`config.mk`:
```
export PLATFORM = sky130hd
export DESIGN_NAME = srt_cell
export DESIGN_NICKNAME = d
export VERILOG_FILES = /design/src/rtl/sorted_record_table_unit_assert.svh /design/src/rtl/srt_pkg.sv /design/src/rtl/srt_cell.sv
export SDC_FILE = /design/constraint.sdc
export NUM_CORES = 1
export LEC_CHECK = 0
export ABC_CLOCK_PERIOD_IN_PS = 7800
export BUFFER_PORTS_ARGS = -buffer_cell sky130_fd_sc_hd__buf_2
export CAP_MARGIN = 10
export CORE_MARGIN = 5
export CORE_UTILIZATION = 51
export CTS_CLUSTER_SIZE = 24
export DETAILED_ROUTE_END_ITERATION = 12
export PLACE_DENSITY = 0.88
export SETUP_SLACK_MARGIN = 0.05
export SYNTH_ARGS = -nofsm -noshare
export SYNTH_HDL_FRONTEND = slang
export SYNTH_SLANG_ARGS = --single-unit
```
`constraint.sdc`:
```
create_clock -name i_clk -period 7.8 [get_ports i_clk]
set_input_delay 1.17 -clock i_clk [delete_from_list [all_inputs] [get_ports i_clk]]
set_output_delay 1.17 -clock i_clk [all_outputs]
set_load 0.01 [all_outputs]
```
`src/rtl/sorted_record_table_unit_assert.svh`:
```
// Assertion macros for the sorted record table.
// Every macro samples on i_clk and is switched off while i_rst_n is low.
`ifndef SORTED_RECORD_TABLE_UNIT_ASSERT_SVH
`define SORTED_RECORD_TABLE_UNIT_ASSERT_SVH

// Check that a condition holds in the same cycle as its trigger.
`define SRT_ASSERT_NOW(label, ante, cons, msg) \
    label: assert property (@(posedge i_clk) disable iff (!i_rst_n) \
        (ante) |-> (cons)) else $error(msg);

// Check that a condition holds in the cycle after its trigger.
`define SRT_ASSERT_NEXT(label, ante, cons, msg) \
    label: assert property (@(posedge i_clk) disable iff (!i_rst_n) \
        (ante) |=> (cons)) else $error(msg);

`endif

```
`src/rtl/srt_pkg.sv`:
```
// Shared types and constants for the sorted record table.
// Used by the storage cell and by the top level; depends on nothing.
package srt_pkg;

    localparam int TABLE_DEPTH = 64;
    localparam int ID_W        = 24;
    localparam int SCORE_W     = 10;
    localparam int POS_W       = 6;
    localparam int COUNT_OUT_W = 7;
    localparam int CNT_W       = $clog2(TABLE_DEPTH + 1);

    typedef struct packed {
        logic [ID_W-1:0]    id;
        logic [SCORE_W-1:0] score;
    } t_rec;

    // command broadcast to every cell
    typedef struct packed {
        logic ins;
        logic del;
    } t_cell_cmd;

    typedef enum logic [1:0] {
        OP_INSERT = 2'd0,
        OP_DELETE = 2'd1,
        OP_FIND   = 2'd2,
        OP_NONE   = 2'd3
    } t_op;

    typedef enum logic [1:0] {
        STS_OK   = 2'd0,
        STS_FULL = 2'd1,
        STS_MISS = 2'd2
    } t_status;

    typedef enum logic [0:0] {
        S_IDLE = 1'b0,
        S_EXEC = 1'b1
    } t_state;

endpackage

```
`src/rtl/srt_cell.sv`:
```
// One slot of the record chain: holds a record and shifts it to or from
// its neighbors on insert and delete. Depends on srt_pkg.
module srt_cell import srt_pkg::*; (
    input  logic               i_clk,
    input  t_cell_cmd          i_cmd,
    input  logic               i_occ,
    input  logic [ID_W-1:0]    i_key_id,
    input  logic [SCORE_W-1:0] i_key_score,
    input  t_rec               i_prev_rec,
    input  logic               i_prev_after,
    input  logic               i_prev_delpfx,
    input  logic               i_prev_idm,
    input  t_rec               i_next_rec,
    output t_rec               o_rec,
    output logic               o_after,
    output logic               o_delpfx,
    output logic               o_idm,
    output logic               o_first_id
);

    t_rec r_rec;
    t_rec n_rec;
    logic w_del_match;

    // empty slots count as holding an id larger than any key
    assign o_after     = !i_occ || (r_rec.id > i_key_id);
    assign w_del_match = i_occ && (r_rec.score == i_key_score);
    assign o_delpfx    = i_prev_delpfx || w_del_match;
    assign o_idm       = i_occ && (r_rec.id == i_key_id);
    assign o_first_id  = o_idm && !i_prev_idm;
    assign o_rec       = r_rec;

    always_comb begin
        n_rec = r_rec;
        if (i_cmd.ins) begin
            if (o_after && !i_prev_after) begin
                n_rec.id    = i_key_id;
                n_rec.score = i_key_score;
            end else if (o_after) begin
                n_rec = i_prev_rec;
            end
        end else if (i_cmd.del && o_delpfx) begin
            // close the gap left by the first match
            n_rec = i_next_rec;
        end
    end

    always_ff @(posedge i_clk) begin
        r_rec <= n_rec;
    end

endmodule

```
==> results.cfg, run 1 <==
[layout]
syn2layout_area_growth_pct = 27.21
nets = 569
final.fill_count = 464
largest_reg_flops = 34
ff_latch_area_um2 = 1021
multi_input_area_um2 = 1613
drive_gt1_share_pct = 43.25
antenna_cells = 0

[detailed_routing]
routedWlPerCell_um = 16.93
drt_iter0_drc = 153
dr.pass1.iters = 4
drc = 0
vias = 2958
drt-total-wl_um = 8616
ant_nets = 0
routed_via_density = 5.811

[worst_setup_path]
r2r-start = o_rec[33]
r2r_cells = 6
crit_path_end = o_after
critPathKind = input pin to primary output
crit_start = i_key_id[23]
worstPathArrival_ps = 3200
r2r-end = o_rec[0]
endpoint_kind = primary output
critPathMaxFanout = 37
start_kind = input pin
critPathRequiredTime_ps = 6630
reg2reg_setup_slack_ps = 4290

[global_route]
grt.total_usage_pct = 22.95
grt_pass1_wl_um = 13890
grt_pass1_vias = 2975
gr-total-overflow = 0
antenna_found_initial = 0
grt_max_degree = 56

[timing]
fmaxAchievable_ghz = 0.2289
skew_ps = 5.690
slew_headroom_pct = 22.51
finalSetupViolCount = 0
worst_slew_pin_slew_ps = 1158
fin_crit_ps = 4369
hold_viol = 0
fin_crit_sh_pct = 56.01
tns_ps = 0
final_max_slew_viol_count = 0
rsz0062_at_grt = false

[power]
p_leak_nw = 1.784
power_density_nw_per_um2 = 147.7
power_mw = 0.5590
p_sw_share_pct = 33.73
clkPwrFrac_pct = 22.8
p_switching_mw = 0.1886
seq_power_share_pct = 43.4
max-vdd-ir-drop_v = 0.00008765
p_comb_share_pct = 33.9
internal-power_mw = 0.3704

[clock_network]
cts-htree-levels = 2
cts.sinks = 34
cts_setup_buffers = 0
root_buffer = clkbuf_8
cts_resized = 0
ctsLongestPathBuffers = 2
clk_latency_ps = 280
cts_buffers = 5
hold_buffers = 0
tritoncts = built
cts.clk_slew.worst_paths_ps = 80

[worst_hold_path]
min_path_type = input pin to flop

[synth]
synth_warnings = 0
ys_seq_area_share_pct = 34.31
postSynthCellCount = 306
synthTopCellsByArea = edfxtp_1, o221ai_2, o2111ai_1
synth-main-ff-cell = edfxtp_1
synth_common_cells = inv_1, nand2_1, o2111ai_1
synth_most_common_cell = inv_1
yosysTopAreaCell = edfxtp_1
ys_types = 26
synth-seq-cells = 34
synth_edf_count = 34
synthArstFlopShare_pct = 0
synth_top_area_share_pct = 34.31
synth_area_um2 = 2975
syn_area_per_cell_um2 = 9.723
syn-num-nets = 439

[outcome]
status = finished clean

[floorplanning]
ios = 147
die_y_um = 86.38
die_area_um2 = 7462
die-width_um = 86.38
core_um2 = 5574
initial_core_util_pct = 53.38
rows = 27

[placed_design]
gp_congestion = 0.8378
dp_hpwl_um = 6531
numPortBuffers = 146

[run]
max_cap_violations = 0
==> layout make-up <==
| cell class | instances | share of cell area (%) |
|---|---|---|
| inverters | 60 | 5.950 |
| repair buffers | 149 | 19.97 |
| multi-input cells | 186 | 42.61 |
| clock buffers | 5 | 1.818 |
| well taps | 72 | 2.380 |
| flip-flops and latches | 34 | 26.98 |
| clock inverters | 3 | 0.2975 |
==> how the worst min path moves through the flow <==
stage                        start   endpoint  slack [ps]  cells after the start
global route         i_prev_rec[3]   o_rec[3]        1240                      3
detailed placement        o_rec[4]   o_rec[0]        1300                      4
floorplan                o_rec[32]   o_rec[0]        1110                      7
CTS                  i_prev_rec[8]   o_rec[8]        1240                      3
global placement          o_rec[4]  o_rec[30]        1310                      4
finish              i_prev_rec[29]  o_rec[29]        1250                      3
==> worst max-delay path, cell delays in order <==
cell	delay [ps]
buf_2	90
inv_1	40
ha_1	320
nand4_2	180
or4_1	600
o211ai_4	420
nor2_1	120
nor2_1	130
buf_2	130
==> power groups by stage <==
stage	Clock (mW)	Combinational [mW]	Sequential, mW
final	0.127	0.189	0.242
after global routing	0.136	0.210	0.245
after CTS	0.127	0.191	0.242
after detailed placement	0	0.190	0.246
after global placement	0	0.184	0.246
after floorplan	0	0.110	0.255
==> stage by stage <==
| step | instance area, um^2 | hold slack, ps | utilization, % | setup WS (ps) | cells |
|---|---|---|---|---|---|
| 2_1_floorplan | 2975 | 1111 | - | 3069 | 306 |
| 3_3_place_gp | 3705 | 1313 | 66.46 | 3406 | 501 |
| 3_5_place_dp | 3705 | 1300 | 66.46 | 3342 | 501 |
| 4_1_cts | 3785 | 1240 | 67.90 | 3419 | 509 |
| 5_1_grt | 3785 | 1243 | 67.90 | 3227 | 509 |
| 6_report | 3785 | 1245 | 67.90 | 3431 | 509 |
==> metal layers <==
metal	global-route usage, %	wire length, um
met5	0	0
met3	3.517	669
met2	40.47	4475
met1	29.82	3385
met4	4.391	85
==> cells in the final DEF (no fill, tap or decap) <==
master	n
buf_2	145
inv_1	60
nand2_1	40
o2111ai_1	35
edfxtp_1	34
o221ai_2	30
ha_1	24
a21oi_1	10
xnor2_1	10
nor2_1	8
nand4_1	8
clkbuf_8	5
o221ai_1	4
buf_4	4
clkinv_1	3
a41o_1	2
o21ai_0	2
o211ai_1	2
nand4_2	1
a211oi_1	1
a21o_1	1
or4_1	1
o211ai_4	1
nor2b_1	1
nor4_1	1
o21a_1	1
nor2_2	1
o21a_2	1
o21ai_4	1
==> cell families after synthesis <==
| family | Yosys count | share of synthesized area, % |
|---|---|---|
| xor+xnor | 10 | 2.944 |
| buf+inv | 86 | 12.28 |
| simple gates | 61 | 8.957 |
| flops | 34 | 34.31 |
| fa+ha+maj | 24 | 10.09 |
| compound gates | 91 | 31.41 |
(Power assumes the default switching activity.)
==> run 2, diff against run 1 <==
- ABC_AREA: not set -> 1
- ABC_CLOCK_PERIOD_IN_PS: 7800 -> 4500
- CORE_UTILIZATION: 51 -> 47
- PLACE_DENSITY: 0.88 -> 0.82
- clock period: 7.8 -> 4.5 ns (I/O delays scaled with it)
==> run 2 against run 1 <==
Compared with the run above: register-to-register slack got worse by 2600 ps; worst hold slack got worse by 580 ps; cell count increased by 23%; setup slack got worse by 2100 ps; sequential cell count unchanged; first-iteration DRC count decreased by 7.8%; critical endpoint unchanged.
==> results.cfg, run 2 <==
[clock_network]
tritoncts = built
cts_resized = 0
cts_setup_buffers = 0
hold_buffers = 0
cts-htree-levels = 2
ctsLongestPathBuffers = 2
clk_latency_ps = 280
cts.sinks = 34
root_buffer = clkbuf_8
cts_buffers = 5
cts.clk_slew.worst_paths_ps = 70

[power]
power_density_nw_per_um2 = 250.4
p_leak_nw = 2.220
power_mw = 0.9403
max-vdd-ir-drop_v = 0.0001469

[timing]
holdWs_ps = 668.2
finalSetupViolCount = 0
fin_crit_ps = 3151
slew_headroom_pct = 25.43
fmaxAchievable_ghz = 0.3174
hold_viol = 0
final_max_slew_viol_count = 0
skew_ps = 6.771
worst_slew_pin_slew_ps = 1112
rsz0062_at_grt = false
setup_ws_ps = 1349
fin_crit_sh_pct = 70.02
tns_ps = 0

[global_route]
grt_pass1_vias = 3076
grt_max_degree = 37
gr-total-overflow = 0
grt.total_usage_pct = 21.63
antenna_found_initial = 0
grt_pass1_wl_um = 13500

[worst_setup_path]
critPathKind = input pin to primary output
endpoint_kind = primary output
cp_slowest_stage_delay_ps = 350
critPathRequiredTime_ps = 3830
critPathMaxFanout = 25
crit_start = i_key_id[19]
worstPathArrival_ps = 2480
crit_slowest_cell = nand2_2
start_kind = input pin
worstPathCellList = buf_2, inv_1, ha_1, nand2_1, nor2_1, nand2_1, nor3_4, nand2_2, inv_1, a21oi_1, buf_2
r2r-start = o_rec[33]

[synth]
synth_warnings = 0
synthArstFlopShare_pct = 0
synth_edf_count = 34
yosysTopAreaCell = edfxtp_1
synth-main-ff-cell = edfxtp_1
synth_top_area_share_pct = 34.87
synth_area_um2 = 2928
syn-num-nets = 548
ys_types = 28
syn_area_per_cell_um2 = 7.055
synthTopCellsByArea = edfxtp_1, nand2_1, ha_1
ys_seq_area_share_pct = 34.87
synth-seq-cells = 34
synth_most_common_cell = nand2_1
postSynthCellCount = 415
synth_common_cells = nand2_1, inv_1, nand3_1

[outcome]
status = finished clean

[detailed_routing]
dr.pass1.iters = 4
vias = 3161
drc = 0
drt-total-wl_um = 8547
ant_nets = 0
routedWlPerCell_um = 13.61
drt_iter0_drc = 141
routed_via_density = 5.033

[layout]
finalNonFillerCells = 628
antenna_cells = 0
syn2layout_area_growth_pct = 28.25
layout_commonest_cell = buf_2
fin_util_pct = 62.68
final_cell_mix = buf_2, nand2_1, inv_1
nets = 685
finalInstanceArea_um2 = 3755
drive_gt1_share_pct = 29.11
largest_reg_flops = 34

[floorplanning]
rows = 28
ios = 147
die_area_um2 = 7908
die_y_um = 88.93
initial_core_util_pct = 48.87
die-width_um = 88.93
core_um2 = 5991

[worst_hold_path]
min_path_type = input pin to flop
min_from = i_next_rec[12]

[placed_design]
placed_cells = 620
gp_congestion = 0.8766
placed_cell_area_um2 = 3675
dp_hpwl_um = 6438
numPortBuffers = 146
preCtsSetupSlack_ps = 1306

[run]
max_cap_violations = 0
-- run 2: cell types whose count changed after synthesis, moves of 8 or more --
cell	delta
o221ai_2	-30
nand4_1	+27
inv_1	+20
o2111ai_1	-34
clkbuf_1	-8
nand3_1	+39
nand2_1	+102
-- run 2: kinds of logic (layout without fill, tap and decap cells) --
logic type	count (synthesis)	after routing	synth area share [%]
and+or+nand+nor	236	236	36.45
buffers and inverters	101	239	13.93
DFF	34	34	34.87
adders and majority gates	24	24	10.26
AOI/OAI and AO/OA	16	16	3.291
xor gates and xnor gates	4	4	1.197
-- run 2: routing by layer --
metal	GRT usage, %	wire, um	share of wire (%)	vias up
li1	-	-	-	1614
met1	27.27	3675	43	1417
met4	4.670	46	0.54	0
met5	0	0	0	-
met2	38.33	4121	48	126
met3	4.240	704	8.2	4
-- run 2: worst max-delay path: cells and delay by family --
family	cells	cell delay, ps
simple gates	5	880
buf+inv	4	520
fa+ha+maj	1	300
compound gates	1	90
-- run 2: layout make-up --
class | count | area (um^2)
multi-input combinational | 280 | 1499
clock inverter | 3 | 11.26
clock buffer | 5 | 68.82
inverter | 82 | 307.8
timing repair buffer | 149 | 753.2
tap | 75 | 93.84
sequential | 34 | 1021
fill | 578 | 2236
-- run 2: worst paths after layout --
| path | depth (start not counted) | end | slack [ps] |
|---|---|---|---|
| setup reg to reg | 11 | o_rec[30] | 1730 |
| hold reg to reg | 7 | o_rec[5] | 1380 |
| setup / recovery | 11 | o_after | 1350 |
| hold / removal | 3 | o_rec[12] | 670 |
-- run 2: power breakdown --
group	switching, mW	internal, mW	total [mW]
clock network	0.110	0.103	0.214
registers	0.0204	0.395	0.416
logic	0.184	0.127	0.311
